### config.mk
export PLATFORM = sky130hd
export DESIGN_NAME = bounded_deque_with_aggregates_core_flat
export DESIGN_NICKNAME = d
export VERILOG_FILES = /design/src/design/bdqa_pkg.sv /design/src/design/bdqa_if.sv /design/src/design/bdqa_cell.sv /design/src/design/bdqa_accum.sv /design/src/design/bounded_deque_with_aggregates_core.sv /design/src/flat_wrapper.sv
export VERILOG_INCLUDE_DIRS = /design/src /design/src/design
export SDC_FILE = /design/constraint.sdc
export NUM_CORES = 1
export LEC_CHECK = 0
export ABC_AREA = 1
export BUFFER_PORTS_ARGS = -buffer_cell sky130_fd_sc_hd__buf_2
export CELL_PAD_IN_SITES_DETAIL_PLACEMENT = 1
export CELL_PAD_IN_SITES_GLOBAL_PLACEMENT = 1
export CORE_ASPECT_RATIO = 0.6
export CORE_UTILIZATION = 48
export DETAILED_ROUTE_END_ITERATION = 12
export GPL_ROUTABILITY_DRIVEN = 1
export PLACE_DENSITY = 0.78
export SYNTH_ARGS = -nofsm -noshare
export SYNTH_HDL_FRONTEND = slang
export SYNTH_HIERARCHICAL = 1
export SYNTH_SLANG_ARGS = --single-unit
### constraint.sdc
create_clock -name clk -period 7.7 [get_ports clk]
set_input_delay 0.385 -clock clk [delete_from_list [all_inputs] [get_ports clk]]
set_output_delay 0.385 -clock clk [all_outputs]
set_load 0.05 [all_outputs]
### src/design/bounded_deque_with_aggregates_core_macros.svh
// ---------------------------------------------------------------------------
// Bounded deque assertion macros
// Concurrent assertion wrappers, empty when SYNTHESIS is defined.
// ---------------------------------------------------------------------------
`ifndef BOUNDED_DEQUE_WITH_AGGREGATES_CORE_MACROS_SVH
`define BOUNDED_DEQUE_WITH_AGGREGATES_CORE_MACROS_SVH

`ifndef SYNTHESIS
`define BDQA_ASSERT_CLK(label, clk_sig, rst_sig, prop, msg) \
  label: assert property (@(posedge clk_sig) disable iff (!rst_sig) prop) else $error(msg);
`define BDQA_ASSERT(label, prop, msg) `BDQA_ASSERT_CLK(label, clk, rst_n, prop, msg)
`else
`define BDQA_ASSERT_CLK(label, clk_sig, rst_sig, prop, msg)
`define BDQA_ASSERT(label, prop, msg)
`endif

`endif

### src/design/bdqa_pkg.sv
// ---------------------------------------------------------------------------
// Bounded deque package
// Field widths, opcodes, status codes, cell modes and aggregate bundle.
// ---------------------------------------------------------------------------
package bdqa_pkg;

  localparam int DEPTH_DEFAULT      = 16;
  localparam int DATA_WIDTH_DEFAULT = 32;

  localparam int OP_W     = 3;
  localparam int VALUE_W  = 32;
  localparam int STATUS_W = 2;
  localparam int COUNT_W  = 5;
  localparam int TOTAL_W  = 36;

  localparam logic [OP_W-1:0] OP_PUSH_FRONT = 3'd0;
  localparam logic [OP_W-1:0] OP_PUSH_BACK  = 3'd1;
  localparam logic [OP_W-1:0] OP_POP_FRONT  = 3'd2;
  localparam logic [OP_W-1:0] OP_POP_BACK   = 3'd3;
  localparam logic [OP_W-1:0] OP_STATUS     = 3'd4;

  localparam logic [STATUS_W-1:0] ST_OK    = 2'd0;
  localparam logic [STATUS_W-1:0] ST_EMPTY = 2'd1;
  localparam logic [STATUS_W-1:0] ST_FULL  = 2'd2;

  typedef enum logic [2:0] {
    CM_HOLD,
    CM_SHIFT_UP,
    CM_SHIFT_DOWN,
    CM_FILL_BACK,
    CM_DROP_BACK,
    CM_ROTATE
  } cell_mode_t;

  typedef struct packed {
    logic signed [TOTAL_W-1:0] total;
    logic signed [VALUE_W-1:0] largest;
    logic signed [VALUE_W-1:0] smallest_even;
  } agg_t;

endpackage

### src/design/bdqa_if.sv
// ---------------------------------------------------------------------------
// Bounded deque channels
// Valid/ready interfaces for the operation and result transactions.
// ---------------------------------------------------------------------------
interface bdqa_in_if;
  logic                                 valid;
  logic                                 ready;
  logic        [bdqa_pkg::OP_W-1:0]     op;
  logic signed [bdqa_pkg::VALUE_W-1:0]  value;

  modport source (output valid, output op, output value, input ready);
  modport sink   (input valid, input op, input value, output ready);
endinterface

interface bdqa_out_if;
  logic                                 valid;
  logic                                 ready;
  logic signed [bdqa_pkg::VALUE_W-1:0]  popped_value;
  logic        [bdqa_pkg::STATUS_W-1:0] status;
  logic        [bdqa_pkg::COUNT_W-1:0]  entry_count;
  logic signed [bdqa_pkg::TOTAL_W-1:0]  total;
  logic signed [bdqa_pkg::VALUE_W-1:0]  largest;
  logic signed [bdqa_pkg::VALUE_W-1:0]  smallest_even;
  logic                                 is_empty;

  modport source (output valid, output popped_value, output status, output entry_count,
                  output total, output largest, output smallest_even, output is_empty,
                  input ready);
  modport sink   (input valid, input popped_value, input status, input entry_count,
                  input total, input largest, input smallest_even, input is_empty,
                  output ready);
endinterface

### src/design/bdqa_cell.sv
// ---------------------------------------------------------------------------
// Bounded deque cell
// One storage slot with an occupied bit; shifts, fills or drops per mode.
// ---------------------------------------------------------------------------
module bdqa_cell #(
  parameter int DATA_WIDTH = bdqa_pkg::DATA_WIDTH_DEFAULT
) (
  input  logic                   clk,
  input  logic                   rst_n,
  input  bdqa_pkg::cell_mode_t   mode,
  input  logic [DATA_WIDTH-1:0]  push_value,
  input  logic [DATA_WIDTH-1:0]  lo_data,
  input  logic                   lo_valid,
  input  logic [DATA_WIDTH-1:0]  hi_data,
  input  logic                   hi_valid,
  output logic [DATA_WIDTH-1:0]  data_r,
  output logic                   valid_r
);

  logic [DATA_WIDTH-1:0] data_nxt;
  logic                  valid_nxt;

  always_comb begin
    data_nxt  = data_r;
    valid_nxt = valid_r;
    case (mode)
      bdqa_pkg::CM_SHIFT_UP: begin
        data_nxt  = lo_data;
        valid_nxt = lo_valid;
      end
      bdqa_pkg::CM_SHIFT_DOWN, bdqa_pkg::CM_ROTATE: begin
        data_nxt  = hi_data;
        valid_nxt = hi_valid;
      end
      bdqa_pkg::CM_FILL_BACK: begin
        // take the value in the first free slot
        if (!valid_r && lo_valid) begin
          data_nxt  = push_value;
          valid_nxt = 1'b1;
        end
      end
      bdqa_pkg::CM_DROP_BACK: begin
        // release the last occupied slot
        if (valid_r && !hi_valid) begin
          valid_nxt = 1'b0;
        end
      end
      default: begin
        data_nxt  = data_r;
        valid_nxt = valid_r;
      end
    endcase
  end

  always_ff @(posedge clk) begin
    if (!rst_n) begin
      valid_r <= 1'b0;
    end else begin
      valid_r <= valid_nxt;
    end
    data_r <= data_nxt;
  end

endmodule

### src/design/bdqa_accum.sv
// ---------------------------------------------------------------------------
// Bounded deque aggregate accumulator
// Folds one slot per cycle, while enabled, into sum, maximum and least even value.
// ---------------------------------------------------------------------------
module bdqa_accum (
  input  logic                                 clk,
  input  logic                                 clear,
  input  logic                                 en,
  input  logic signed [bdqa_pkg::VALUE_W-1:0]  data,
  input  logic                                 data_valid,
  output bdqa_pkg::agg_t                       agg
);

  logic signed [bdqa_pkg::TOTAL_W-1:0] sum_r, sum_nxt;
  logic signed [bdqa_pkg::VALUE_W-1:0] max_r, max_nxt;
  logic signed [bdqa_pkg::VALUE_W-1:0] min_r, min_nxt;
  logic                                have_any_r, have_any_nxt;
  logic                                have_even_r, have_even_nxt;

  always_comb begin
    sum_nxt       = sum_r;
    max_nxt       = max_r;
    min_nxt       = min_r;
    have_any_nxt  = have_any_r;
    have_even_nxt = have_even_r;
    if (clear) begin
      sum_nxt       = '0;
      have_any_nxt  = 1'b0;
      have_even_nxt = 1'b0;
    end else if (en && data_valid) begin
      sum_nxt = sum_r + bdqa_pkg::TOTAL_W'(data);
      if (!have_any_r || data > max_r) begin
        max_nxt = data;
      end
      have_any_nxt = 1'b1;
      if (!data[0] && (!have_even_r || data < min_r)) begin
        min_nxt       = data;
        have_even_nxt = 1'b1;
      end
    end
  end

  always_ff @(posedge clk) begin
    sum_r       <= sum_nxt;
    max_r       <= max_nxt;
    min_r       <= min_nxt;
    have_any_r  <= have_any_nxt;
    have_even_r <= have_even_nxt;
  end

  always_comb begin
    agg.total         = sum_r;
    agg.largest       = have_any_r  ? max_r : '0;
    agg.smallest_even = have_even_r ? min_r : '1;
  end

endmodule

### src/design/bounded_deque_with_aggregates_core.sv
// ---------------------------------------------------------------------------
// Bounded deque with aggregates
// Double-ended queue held in a chain of slot cells, with sum, maximum and
// least even value reported after every operation.
//
//   channel | dir | transaction
//   in_ch   | in  | op, value
//   out_ch  | out | popped_value, status, entry_count, total, largest,
//           |     | smallest_even, is_empty
//
// An operation is applied to the cells at the accept edge; the chain then
// rotates once around while the accumulator folds in the front slot, and
// the result is then loaded into the output registers.
// A new operation is accepted while a result still waits on out_ch.
// Reset empties the store at once; slot data is never cleared.
// ---------------------------------------------------------------------------
`include "bounded_deque_with_aggregates_core_macros.svh"

module bounded_deque_with_aggregates_core #(
  parameter int DEPTH      = bdqa_pkg::DEPTH_DEFAULT,
  parameter int DATA_WIDTH = bdqa_pkg::DATA_WIDTH_DEFAULT
) (
  input  logic              clk,
  input  logic              rst_n,
  bdqa_in_if.sink           in_ch,
  bdqa_out_if.source        out_ch
);

  localparam int CNT_W = $clog2(DEPTH + 1);
  localparam int IDX_W = (DEPTH > 1) ? $clog2(DEPTH) : 1;

  typedef enum logic [1:0] {
    S_IDLE,
    S_SCAN,
    S_DONE
  } state_t;

  state_t                             state_r;
  logic [CNT_W-1:0]                   occ_r;
  logic [CNT_W-1:0]                   occ_nxt;
  logic [IDX_W-1:0]                   step_r;
  logic [bdqa_pkg::STATUS_W-1:0]      status_r;
  logic [bdqa_pkg::STATUS_W-1:0]      status_nxt;
  logic [DATA_WIDTH-1:0]              popped_r;
  logic                               pop_back_r;
  logic                               out_valid_r;
  logic signed [bdqa_pkg::VALUE_W-1:0] out_popped_r;
  logic [bdqa_pkg::STATUS_W-1:0]      out_status_r;
  logic [bdqa_pkg::COUNT_W-1:0]       out_count_r;
  bdqa_pkg::agg_t                     out_agg_r;
  logic                               out_empty_r;

  logic                               in_acc;
  logic                               out_load;
  logic                               full;
  logic                               empty;
  logic                               pop_front_ok;
  logic                               pop_back_ok;
  logic                               occ_cells_ok;
  logic                               push_ok;
  bdqa_pkg::cell_mode_t               mode;
  logic [DATA_WIDTH-1:0]              push_value;

  logic [DATA_WIDTH-1:0]              cell_data [DEPTH];
  logic [DEPTH-1:0]                   cell_valid;
  logic [DATA_WIDTH-1:0]              lo_data   [DEPTH];
  logic [DEPTH-1:0]                   lo_valid;
  logic [DATA_WIDTH-1:0]              hi_data   [DEPTH];
  logic [DEPTH-1:0]                   hi_valid;

  bdqa_pkg::agg_t                     agg;
  logic signed [bdqa_pkg::VALUE_W-1:0] front_ext;

  assign in_acc      = in_ch.valid && in_ch.ready;
  assign in_ch.ready = (state_r == S_IDLE);
  assign out_load    = (state_r == S_DONE) && (!out_valid_r || out_ch.ready);
  assign full        = (occ_r == CNT_W'(DEPTH));
  assign empty       = (occ_r == '0);
  assign push_value  = in_ch.value[DATA_WIDTH-1:0];
  assign front_ext   = bdqa_pkg::VALUE_W'($signed(cell_data[0]));

  assign occ_cells_ok = ((occ_r == '0) == !cell_valid[0]) && (full == cell_valid[DEPTH-1]);
  assign push_ok      = in_acc && !full && ((in_ch.op == bdqa_pkg::OP_PUSH_FRONT) ||
                                            (in_ch.op == bdqa_pkg::OP_PUSH_BACK));

  always_comb begin
    mode         = bdqa_pkg::CM_HOLD;
    status_nxt   = bdqa_pkg::ST_OK;
    occ_nxt      = occ_r;
    pop_front_ok = 1'b0;
    pop_back_ok  = 1'b0;
    if (state_r == S_SCAN) begin
      mode = bdqa_pkg::CM_ROTATE;
    end else if (in_acc) begin
      case (in_ch.op)
        bdqa_pkg::OP_PUSH_FRONT, bdqa_pkg::OP_PUSH_BACK: begin
          if (full) begin
            status_nxt = bdqa_pkg::ST_FULL;
          end else begin
            mode    = (in_ch.op == bdqa_pkg::OP_PUSH_FRONT) ? bdqa_pkg::CM_SHIFT_UP
                                                            : bdqa_pkg::CM_FILL_BACK;
            occ_nxt = occ_r + CNT_W'(1);
          end
        end
        bdqa_pkg::OP_POP_FRONT, bdqa_pkg::OP_POP_BACK: begin
          if (empty) begin
            status_nxt = bdqa_pkg::ST_EMPTY;
          end else begin
            pop_front_ok = (in_ch.op == bdqa_pkg::OP_POP_FRONT);
            pop_back_ok  = (in_ch.op == bdqa_pkg::OP_POP_BACK);
            mode         = pop_front_ok ? bdqa_pkg::CM_SHIFT_DOWN : bdqa_pkg::CM_DROP_BACK;
            occ_nxt      = occ_r - CNT_W'(1);
          end
        end
        default: begin
          mode = bdqa_pkg::CM_HOLD;
        end
      endcase
    end
  end

  for (genvar i = 0; i < DEPTH; i++) begin : g_cell
    if (i == 0) begin : g_lo_edge
      assign lo_data[i]  = push_value;
      assign lo_valid[i] = 1'b1;
    end else begin : g_lo_link
      assign lo_data[i]  = cell_data[i-1];
      assign lo_valid[i] = cell_valid[i-1];
    end
    if (i == DEPTH - 1) begin : g_hi_edge
      // wrap the front slot around while rotating
      assign hi_data[i]  = cell_data[0];
      assign hi_valid[i] = (mode == bdqa_pkg::CM_ROTATE) ? cell_valid[0] : 1'b0;
    end else begin : g_hi_link
      assign hi_data[i]  = cell_data[i+1];
      assign hi_valid[i] = cell_valid[i+1];
    end

    bdqa_cell #(
      .DATA_WIDTH (DATA_WIDTH)
    ) u_cell (
      .clk        (clk),
      .rst_n      (rst_n),
      .mode       (mode),
      .push_value (push_value),
      .lo_data    (lo_data[i]),
      .lo_valid   (lo_valid[i]),
      .hi_data    (hi_data[i]),
      .hi_valid   (hi_valid[i]),
      .data_r     (cell_data[i]),
      .valid_r    (cell_valid[i])
    );
  end

  bdqa_accum u_accum (
    .clk        (clk),
    .clear      (in_acc),
    .en         (state_r == S_SCAN),
    .data       (front_ext),
    .data_valid (cell_valid[0]),
    .agg        (agg)
  );

  always_ff @(posedge clk) begin
    if (!rst_n) begin
      state_r     <= S_IDLE;
      occ_r       <= '0;
      step_r      <= '0;
      pop_back_r  <= 1'b0;
      out_valid_r <= 1'b0;
    end else begin
      if (out_load) begin
        out_valid_r <= 1'b1;
      end else if (out_valid_r && out_ch.ready) begin
        out_valid_r <= 1'b0;
      end
      case (state_r)
        S_IDLE: begin
          if (in_acc) begin
            state_r    <= S_SCAN;
            step_r     <= '0;
            occ_r      <= occ_nxt;
            status_r   <= status_nxt;
            popped_r   <= pop_front_ok ? cell_data[0] : '0;
            pop_back_r <= pop_back_ok;
          end
        end
        S_SCAN: begin
          // the dropped back slot passes the front at the new occupancy
          if (pop_back_r && (CNT_W'(step_r) == occ_r)) begin
            popped_r <= cell_data[0];
          end
          step_r <= step_r + IDX_W'(1);
          if (step_r == IDX_W'(DEPTH - 1)) begin
            state_r <= S_DONE;
          end
        end
        S_DONE: begin
          if (out_load) begin
            out_popped_r <= bdqa_pkg::VALUE_W'($signed(popped_r));
            out_status_r <= status_r;
            out_count_r  <= bdqa_pkg::COUNT_W'(occ_r);
            out_agg_r    <= agg;
            out_empty_r  <= (occ_r == '0);
            state_r      <= S_IDLE;
          end
        end
        default: begin
          state_r <= S_IDLE;
        end
      endcase
    end
  end

  assign out_ch.valid         = out_valid_r;
  assign out_ch.popped_value  = out_popped_r;
  assign out_ch.status        = out_status_r;
  assign out_ch.entry_count   = out_count_r;
  assign out_ch.total         = out_agg_r.total;
  assign out_ch.largest       = out_agg_r.largest;
  assign out_ch.smallest_even = out_agg_r.smallest_even;
  assign out_ch.is_empty      = out_empty_r;

  `BDQA_ASSERT(a_occ_matches_cells, (state_r == S_IDLE) |-> occ_cells_ok, "occupancy vs cells")
  `BDQA_ASSERT(a_push_grows, push_ok |=> (occ_r == $past(occ_r) + CNT_W'(1)), "push did not grow")
  `BDQA_ASSERT(a_accept_starts_scan, in_acc |=> (state_r == S_SCAN) && (step_r == '0), "no scan")

endmodule

### src/flat_wrapper.sv
// flat-port wrapper written by rule: the top's interface ports become plain ports
module bounded_deque_with_aggregates_core_flat 
#(
  parameter int DEPTH      = bdqa_pkg::DEPTH_DEFAULT,
  parameter int DATA_WIDTH = bdqa_pkg::DATA_WIDTH_DEFAULT
)
  (clk, rst_n, in_ch_valid, in_ch_op, in_ch_value, in_ch_ready, out_ch_valid, out_ch_popped_value, out_ch_status, out_ch_entry_count, out_ch_total, out_ch_largest, out_ch_smallest_even, out_ch_is_empty, out_ch_ready);
  bdqa_in_if in_ch_i ();
  bdqa_out_if out_ch_i ();
  input  logic clk;
  input  logic rst_n;
  input wire logic [$bits(in_ch_i.valid)-1:0] in_ch_valid;
  input wire logic [$bits(in_ch_i.op)-1:0] in_ch_op;
  input wire logic [$bits(in_ch_i.value)-1:0] in_ch_value;
  output wire logic [$bits(in_ch_i.ready)-1:0] in_ch_ready;
  output wire logic [$bits(out_ch_i.valid)-1:0] out_ch_valid;
  output wire logic [$bits(out_ch_i.popped_value)-1:0] out_ch_popped_value;
  output wire logic [$bits(out_ch_i.status)-1:0] out_ch_status;
  output wire logic [$bits(out_ch_i.entry_count)-1:0] out_ch_entry_count;
  output wire logic [$bits(out_ch_i.total)-1:0] out_ch_total;
  output wire logic [$bits(out_ch_i.largest)-1:0] out_ch_largest;
  output wire logic [$bits(out_ch_i.smallest_even)-1:0] out_ch_smallest_even;
  output wire logic [$bits(out_ch_i.is_empty)-1:0] out_ch_is_empty;
  input wire logic [$bits(out_ch_i.ready)-1:0] out_ch_ready;
  assign in_ch_i.valid = in_ch_valid;
  assign in_ch_i.op = in_ch_op;
  assign in_ch_i.value = in_ch_value;
  assign in_ch_ready = in_ch_i.ready;
  assign out_ch_valid = out_ch_i.valid;
  assign out_ch_popped_value = out_ch_i.popped_value;
  assign out_ch_status = out_ch_i.status;
  assign out_ch_entry_count = out_ch_i.entry_count;
  assign out_ch_total = out_ch_i.total;
  assign out_ch_largest = out_ch_i.largest;
  assign out_ch_smallest_even = out_ch_i.smallest_even;
  assign out_ch_is_empty = out_ch_i.is_empty;
  assign out_ch_i.ready = out_ch_ready;
  bounded_deque_with_aggregates_core #(.DEPTH(DEPTH), .DATA_WIDTH(DATA_WIDTH)) u_core (.clk(clk), .rst_n(rst_n), .in_ch(in_ch_i), .out_ch(out_ch_i));
endmodule
==> results of run 1 <==
[Yosys cell counts, drive strengths merged]
master	count	area share [%]
nand2	1617	15
edfxtp	750	55
a22oi	512	9.4
inv	329	3.0
nor2	202	2.4
buf	181	2.6
a21oi	150	1.9
nand3	118	1.5
ha	102	3.1
o21ai	86	1.5
dfxtp	67	3.3
clkbuf	16	0.15
nand4	13	0.20
xor2	12	0.26
nor3	9	0.12
o21bai	8	0.15
o21a	7	0.13
or2	4	0.061
xnor2	4	0.085
a31oi	3	0.082
nand3b	3	0.055
a21o	2	0.037
clkinv	2	0.018
fa	2	0.097
nor4	2	0.030
o211ai	2	0.037
o221ai	2	0.043
a21boi	1	0.018
and3	1	0.015
conb	1	0.0091
o2111ai	1	0.021
[cell families after synthesis]
group / after synthesis / synth area share (%)
AO/OA/AOI/OAI: 774 / 13.3
XOR/XNOR: 16 / 0.341
adder cells (fa/ha/maj): 104 / 3.20
buffers and inverters: 528 / 5.73
flip-flops: 817 / 58.1
other: 1 / 0.00913
AND/OR/NAND/NOR: 1969 / 19.3
[worst min-delay path: cells and delay by family]
kind                   cells  cell delay (ns)
AOI/OAI and AO/OA          1             0.07
buffers and inverters      2             0.11
and+or+nand+nor            1             0.08
[per-layer routing]
metal | vias to the layer above | global-route usage [%] | wire [um]
met5 | - | 0 | 0
met4 | 0 | 6.82 | 2320
met3 | 179 | 5.97 | 11900
met2 | 1493 | 47.0 | 61200
met1 | 16604 | 44.9 | 61000
li1 | 14788 | - | -
[final timing paths]
kind / from / end / slack (ns) / cells past startpoint
worst max-delay path: u_core/occ_r[0] / u_core/g_cell[5].u_cell/data_r[23] / 3.24 / 9
worst min-delay path: out_ch_ready / u_core/out_ch.valid / 0.03 / 4
worst max register to register: u_core/occ_r[0] / u_core/g_cell[5].u_cell/data_r[23] / 3.24 / 9
worst min register to register: u_core/popped_r[23] / u_core/out_ch.popped_value[23] / 0.42 / 0
[per-stage QoR]
| stage | cell area (um2) | power [mW] |
|---|---|---|
| after CTS | 45400 | 12.4 |
| after detailed placement | 43000 | 8.56 |
| after global placement | 43000 | 8.44 |
| after floorplan | 41100 | 7.62 |
| after global routing | 45400 | 12.9 |
| final | 45400 | 12.4 |
[cell type report]
type	count	area share, %
diodes	2	0.0110
clock buffers	103	4.74
clock inverters	36	0.642
inverters	331	2.74
multi-input cells	2865	33.3
flip-flops and latches	817	52.6
well taps	1134	3.12
repair buffers	233	2.89
[report_power, final]
| part | switching [mW] | internal (mW) |
|---|---|---|
| sequential | 0.488 | 5.70 |
| combinational | 1.71 | 0.669 |
| clock | 1.76 | 2.11 |
==> impl_metrics.xml, run 1 <==
<?xml version="1.0" encoding="UTF-8"?>
<metrics>
  <group name="critical_path">
    <metric name="critPathKind" unit="">flop to flop</metric>
    <metric name="worst_setup_path_start_kind" unit="">flop</metric>
    <metric name="timing.critical_path.required" unit="ns">7.98</metric>
    <metric name="cell_type_group_with_the_largest_total_delay_on_the_critical_path" unit="">compound AO/OA/AOI/OAI gates</metric>
    <metric name="crit_top_cell" unit="">sky130_fd_sc_hd__a21oi_4</metric>
    <metric name="crit_fanout" unit="">35</metric>
    <metric name="critical_path_arrival" unit="ns">4.74</metric>
    <metric name="slowest_cell_on_crit_path" unit="">sky130_fd_sc_hd__a21oi_4</metric>
    <metric name="max_stage_delay_on_crit_path" unit="ns">0.95</metric>
    <metric name="setup.worst_path.end_class" unit="">flop</metric>
    <metric name="timing.critical_path.cells" unit="">nor2_2 -&gt; nand3_2 -&gt; nand2_1 -&gt; a21oi_4 -&gt; buf_4 -&gt; nand2_2 -&gt; o21ai_4 -&gt; a21oi_1 -&gt; a21oi_4</metric>
    <metric name="critical_path.n_buffers_inverters" unit="">1</metric>
  </group>
  <group name="routing">
    <metric name="drt_iter0_markers" unit="">3507</metric>
    <metric name="routed_via_density" unit="">5.99</metric>
    <metric name="drtPass1Iterations" unit="">6</metric>
    <metric name="wl_per_cell" unit="um">24.7</metric>
    <metric name="drc" unit="">0</metric>
    <metric name="routed_wirelength" unit="mm">136</metric>
    <metric name="vias" unit="">33064</metric>
    <metric name="drtAntennaViolNets" unit="">0</metric>
  </group>
  <group name="power">
    <metric name="worst_ir_drop_vdd" unit="V">0.000150</metric>
    <metric name="pwr_density_cell" unit="nW/um2">274</metric>
    <metric name="cellLeakagePower" unit="nW">19.1</metric>
  </group>
  <group name="grt">
    <metric name="largest_net_degree_at_the_start_of_global_routing" unit="">141</metric>
    <metric name="grt_first_pass_wirelength" unit="mm">205</metric>
    <metric name="gr-total-overflow" unit="">0</metric>
    <metric name="grt.total_usage" unit="%">30.6</metric>
    <metric name="grt_pass1_vias" unit="">34048</metric>
    <metric name="antenna_found_initial" unit="">2</metric>
  </group>
  <group name="floorplanning">
    <metric name="design.die.area" unit="um2">86800</metric>
    <metric name="core_area" unit="um2">84100</metric>
    <metric name="dieHeight" unit="um">229</metric>
    <metric name="initial_cell_density_of_the_core" unit="%">48.8</metric>
    <metric name="die_width" unit="um">380</metric>
    <metric name="row_count" unit="">82</metric>
    <metric name="floorplan.io_pins" unit="">181</metric>
  </group>
  <group name="yosys">
    <metric name="synth.cell_area" unit="um2">41100</metric>
    <metric name="synth.ff_latch_count" unit="">817</metric>
    <metric name="netlist-cell-type-count" unit="">48</metric>
    <metric name="synthesized_netlist_cell_count" unit="">4209</metric>
    <metric name="synth-warning-count" unit="">6</metric>
    <metric name="avgSynthCellArea" unit="um2">9.76</metric>
    <metric name="seq_area_frac_synth" unit="%">58.1</metric>
  </group>
  <group name="sta">
    <metric name="max_slew.worst_pin.slew" unit="ns">1.37</metric>
    <metric name="finalCritPeriodShare" unit="%">57.9</metric>
    <metric name="setup_total_negative_slack" unit="ns">0</metric>
    <metric name="fmax" unit="MHz">224</metric>
    <metric name="finalCriticalPeriod" unit="ns">4.46</metric>
    <metric name="max-slew-margin-rel" unit="%">8.21</metric>
    <metric name="timing.final.hold_violations" unit="">0</metric>
    <metric name="postLayoutSetupSlackWorst" unit="ns">3.24</metric>
    <metric name="final-max-slew-violation-count" unit="">0</metric>
    <metric name="rsz_0062_raised_after_global_routing" unit="">no</metric>
    <metric name="final_count_of_negative_setup_slack_endpoints" unit="">0</metric>
    <metric name="final.hold.worst_slack" unit="ns">0.0316</metric>
    <metric name="finClkSkew" unit="ns">0.0296</metric>
  </group>
  <group name="final_layout">
    <metric name="layout.filler_cells" unit="">9472</metric>
    <metric name="layout_commonest_cell" unit="">sky130_fd_sc_hd__nand2_1</metric>
    <metric name="syn2layout_area_growth" unit="%">10.6</metric>
    <metric name="drive_above_1_share" unit="%">11.3</metric>
    <metric name="largest_register_ff_count" unit="">512</metric>
    <metric name="final_cell_mix" unit="">sky130_fd_sc_hd__nand2_1 (1585), sky130_fd_sc_hd__edfxtp_1 (750), sky130_fd_sc_hd__a22oi_1 (512)</metric>
    <metric name="regMostFlops" unit="">u_core/g_cell.u_cell/data_r</metric>
    <metric name="multi_input_area" unit="um2">15100</metric>
    <metric name="final_core_util" unit="%">54.0</metric>
    <metric name="layout.nets" unit="">4469</metric>
    <metric name="instances_no_fill" unit="">5521</metric>
    <metric name="seq_area" unit="um2">23900</metric>
  </group>
  <group name="clocking">
    <metric name="cts_buffer_depth" unit="">3</metric>
    <metric name="hold_buffers" unit="">0</metric>
    <metric name="clock_tree.root_cell" unit="">sky130_fd_sc_hd__clkbuf_16</metric>
    <metric name="clk-insertion-delay-late" unit="ns">0.68</metric>
    <metric name="htreeDepth" unit="">3</metric>
    <metric name="clk_pin_slew" unit="ns">0.07</metric>
    <metric name="clock_tree_from_tritoncts" unit="">yes</metric>
    <metric name="post_cts_resized" unit="">0</metric>
    <metric name="cts.repair_timing.setup_buffer_count" unit="">0</metric>
    <metric name="tritoncts_sinks" unit="">817</metric>
    <metric name="total_cts_buffers" unit="">78</metric>
  </group>
  <group name="place">
    <metric name="worst_setup_slack_before_clock_tree_synthesis" unit="ns">3.18</metric>
    <metric name="gpl.final_weighted_congestion" unit="">0.981</metric>
    <metric name="dp_hpwl" unit="mm">95.0</metric>
    <metric name="port_buffers" unit="">180</metric>
    <metric name="dp_cells" unit="">5380</metric>
  </group>
  <group name="run">
    <metric name="max_cap_viol_count" unit="">0</metric>
  </group>
  <group name="outcome">
    <metric name="run_status" unit="">complete, no violations</metric>
  </group>
  <group name="min_path">
    <metric name="hold_path.class" unit="">input port to flop</metric>
  </group>
</metrics>
No activity file was read; power rests on OpenSTA's default activity.
==> run 2: changes to the inputs <==
- clock period: 7.7 -> 4.7 ns (I/O delays scaled with it)
==> run 2 against run 1 <==
  * Clock power increased by 70%
  * Combinational power increased by 67%
  * Sequential share of layout area decreased by 0.56 points
  * Total power increased by 66%
  * Count of clock-buffer cells in the layout decreased by 1
  * Final cell count increased by 0.92%
  * Critical path depth unchanged
  * Flip-flop and latch count unchanged
  * Hold slack improved by 0.051 ns
  * Largest power group unchanged
==> impl_metrics.xml, run 2 (synthesized netlist as in run 1, its figures left out) <==
<?xml version="1.0" encoding="UTF-8"?>
<metrics>
  <group name="final_layout">
    <metric name="largest_register_ff_count" unit="">512</metric>
    <metric name="syn2layout_area_growth" unit="%">11.8</metric>
    <metric name="antennaDiodeCount" unit="">0</metric>
    <metric name="drive_above_1_share" unit="%">12.4</metric>
    <metric name="final_cell_mix" unit="">sky130_fd_sc_hd__nand2_1 (1585), sky130_fd_sc_hd__edfxtp_1 (750), sky130_fd_sc_hd__a22oi_1 (512)</metric>
    <metric name="instances_no_fill" unit="">5572</metric>
    <metric name="layout_commonest_cell" unit="">sky130_fd_sc_hd__nand2_1</metric>
    <metric name="layout.nets" unit="">4514</metric>
    <metric name="layout.filler_cells" unit="">9458</metric>
    <metric name="regMostFlops" unit="">u_core/g_cell.u_cell/data_r</metric>
  </group>
  <group name="sta">
    <metric name="finalCritPeriodShare" unit="%">84.6</metric>
    <metric name="finalCriticalPeriod" unit="ns">3.97</metric>
    <metric name="postLayoutSetupSlackWorst" unit="ns">0.725</metric>
    <metric name="final_count_of_negative_setup_slack_endpoints" unit="">0</metric>
    <metric name="timing.final.hold_violations" unit="">0</metric>
    <metric name="fmax" unit="MHz">252</metric>
    <metric name="final-max-slew-violation-count" unit="">0</metric>
    <metric name="setup_total_negative_slack" unit="ns">0</metric>
    <metric name="max-slew-margin-rel" unit="%">25.0</metric>
    <metric name="finClkSkew" unit="ns">0.0257</metric>
    <metric name="rsz_0062_raised_after_global_routing" unit="">no</metric>
    <metric name="max_slew.worst_pin.slew" unit="ns">1.12</metric>
  </group>
  <group name="place">
    <metric name="worst_setup_slack_before_clock_tree_synthesis" unit="ns">1.03</metric>
    <metric name="port_buffers" unit="">180</metric>
    <metric name="gpl.final_weighted_congestion" unit="">0.962</metric>
    <metric name="dp_hpwl" unit="mm">94.7</metric>
    <metric name="dp_cells" unit="">5420</metric>
  </group>
  <group name="critical_path">
    <metric name="timing.critical_path.cells" unit="">ha_1 -&gt; nand2_1 -&gt; nor3_1 -&gt; inv_1 -&gt; nor2_1 -&gt; nand4_1 -&gt; nand3_1 -&gt; a21oi_4 -&gt; buf_12</metric>
    <metric name="slowest_cell_on_crit_path" unit="">sky130_fd_sc_hd__edfxtp_1</metric>
    <metric name="max_stage_delay_on_crit_path" unit="ns">0.68</metric>
    <metric name="timing.critical_path.required" unit="ns">5.10</metric>
    <metric name="crit_fanout" unit="">17</metric>
    <metric name="worst_setup_path_start_kind" unit="">flop</metric>
    <metric name="critPathKind" unit="">flop to flop</metric>
    <metric name="critical_path_arrival" unit="ns">4.37</metric>
    <metric name="setup.worst_path.end_class" unit="">flop</metric>
  </group>
  <group name="floorplanning">
    <metric name="core_area" unit="um2">84100</metric>
    <metric name="row_count" unit="">82</metric>
    <metric name="dieHeight" unit="um">229</metric>
    <metric name="die_width" unit="um">380</metric>
    <metric name="floorplan.io_pins" unit="">181</metric>
    <metric name="initial_cell_density_of_the_core" unit="%">48.8</metric>
    <metric name="design.die.area" unit="um2">86800</metric>
  </group>
  <group name="power">
    <metric name="cellLeakagePower" unit="nW">19.4</metric>
    <metric name="worst_ir_drop_vdd" unit="V">0.000269</metric>
    <metric name="pwr_density_cell" unit="nW/um2">450</metric>
  </group>
  <group name="min_path">
    <metric name="hold_path.class" unit="">input port to flop</metric>
  </group>
  <group name="grt">
    <metric name="gr-total-overflow" unit="">0</metric>
    <metric name="grt_pass1_vias" unit="">34882</metric>
    <metric name="antenna_found_initial" unit="">4</metric>
    <metric name="largest_net_degree_at_the_start_of_global_routing" unit="">76</metric>
    <metric name="grt_first_pass_wirelength" unit="mm">209</metric>
    <metric name="grt.total_usage" unit="%">31.2</metric>
  </group>
  <group name="routing">
    <metric name="drt_iter0_markers" unit="">3433</metric>
    <metric name="routed_wirelength" unit="mm">138</metric>
    <metric name="drtPass1Iterations" unit="">6</metric>
    <metric name="wl_per_cell" unit="um">24.7</metric>
    <metric name="vias" unit="">33590</metric>
    <metric name="drc" unit="">0</metric>
    <metric name="routed_via_density" unit="">6.03</metric>
    <metric name="drtAntennaViolNets" unit="">0</metric>
  </group>
  <group name="clocking">
    <metric name="clk-insertion-delay-late" unit="ns">0.67</metric>
    <metric name="total_cts_buffers" unit="">80</metric>
    <metric name="cts.repair_timing.setup_buffer_count" unit="">0</metric>
    <metric name="cts_buffer_depth" unit="">3</metric>
    <metric name="clk_pin_slew" unit="ns">0.06</metric>
    <metric name="htreeDepth" unit="">3</metric>
    <metric name="post_cts_resized" unit="">0</metric>
    <metric name="clock_tree_from_tritoncts" unit="">yes</metric>
    <metric name="tritoncts_sinks" unit="">817</metric>
    <metric name="clock_tree.root_cell" unit="">sky130_fd_sc_hd__clkbuf_16</metric>
  </group>
  <group name="outcome">
    <metric name="run_status" unit="">complete, no violations</metric>
  </group>
  <group name="run">
    <metric name="max_cap_viol_count" unit="">0</metric>
  </group>
</metrics>
[run 2: cell type report]
type	count	area (um2)	share of cell area, %
clock inverters	47	397	0.864
well taps	1134	1420	3.09
flip-flops and latches	817	23900	52.0
inverters	331	1240	2.71
multi-input cells	2865	15100	32.9
clock buffers	102	2200	4.79
repair buffers	276	1680	3.66
[run 2: report_power, final]
group	leakage, nW	internal (mW)	switching (mW)	total, mW
clock network	1.28	3.66	2.93	6.59
registers	7.58	9.33	0.755	10.1
logic	10.5	1.13	2.85	3.98
[run 2: through the flow]
stage	power [mW]	hold WS [ns]	util [%]	area, um2
CTS	20.7	0.0477	54.6	45900
global placement	13.8	0.401	51.4	43300
finish	20.7	0.0824	54.6	45900
detailed placement	14.0	0.406	51.4	43300
floorplan	12.5	0.361	-	41100
global route	21.4	0.0985	54.6	45900
[run 2: final timing paths]
| path | from | slack (ns) | endpoint | depth (start not counted) |
|---|---|---|---|---|
| min reg2reg | u_core/popped_r[22] | 0.42 | u_core/out_ch.popped_value[22] | 0 |
| max | u_core/g_cell[0].u_cell/data_r[31] | 0.73 | u_core/u_accum/max_r[7] | 9 |
| max reg2reg | u_core/g_cell[0].u_cell/data_r[31] | 0.73 | u_core/u_accum/max_r[7] | 9 |
| min | rst_n | 0.08 | u_core/g_cell[6].u_cell/valid_r | 3 |
[run 2: per-layer routing]
metal / vias to the layer above / routed length, um / global-route usage (%)
li1: 14883 / - / -
met1: 16949 / 61500 / 45.9
met2: 1562 / 62100 / 48.0
met3: 188 / 11800 / 5.40
met4: 8 / 2440 / 7.30
met5: - / 54 / 0
[run 2: worst max-delay path, delay by kind of cell, from the launching register on]
| family | cells | cell delay [ns] |
|---|---|---|
| buf+inv | 2 | 0.33 |
| compound gates | 1 | 0.20 |
| simple gates | 5 | 1.96 |
| flops | 1 | 0.68 |
| fa+ha+maj | 1 | 0.50 |
[run 2: timing repair]
action                                 in CTS  in global routing
endpoints found under the hold margin       4                  0
setup endpoints to repair                   0                  0
hold buffers                                3                  0
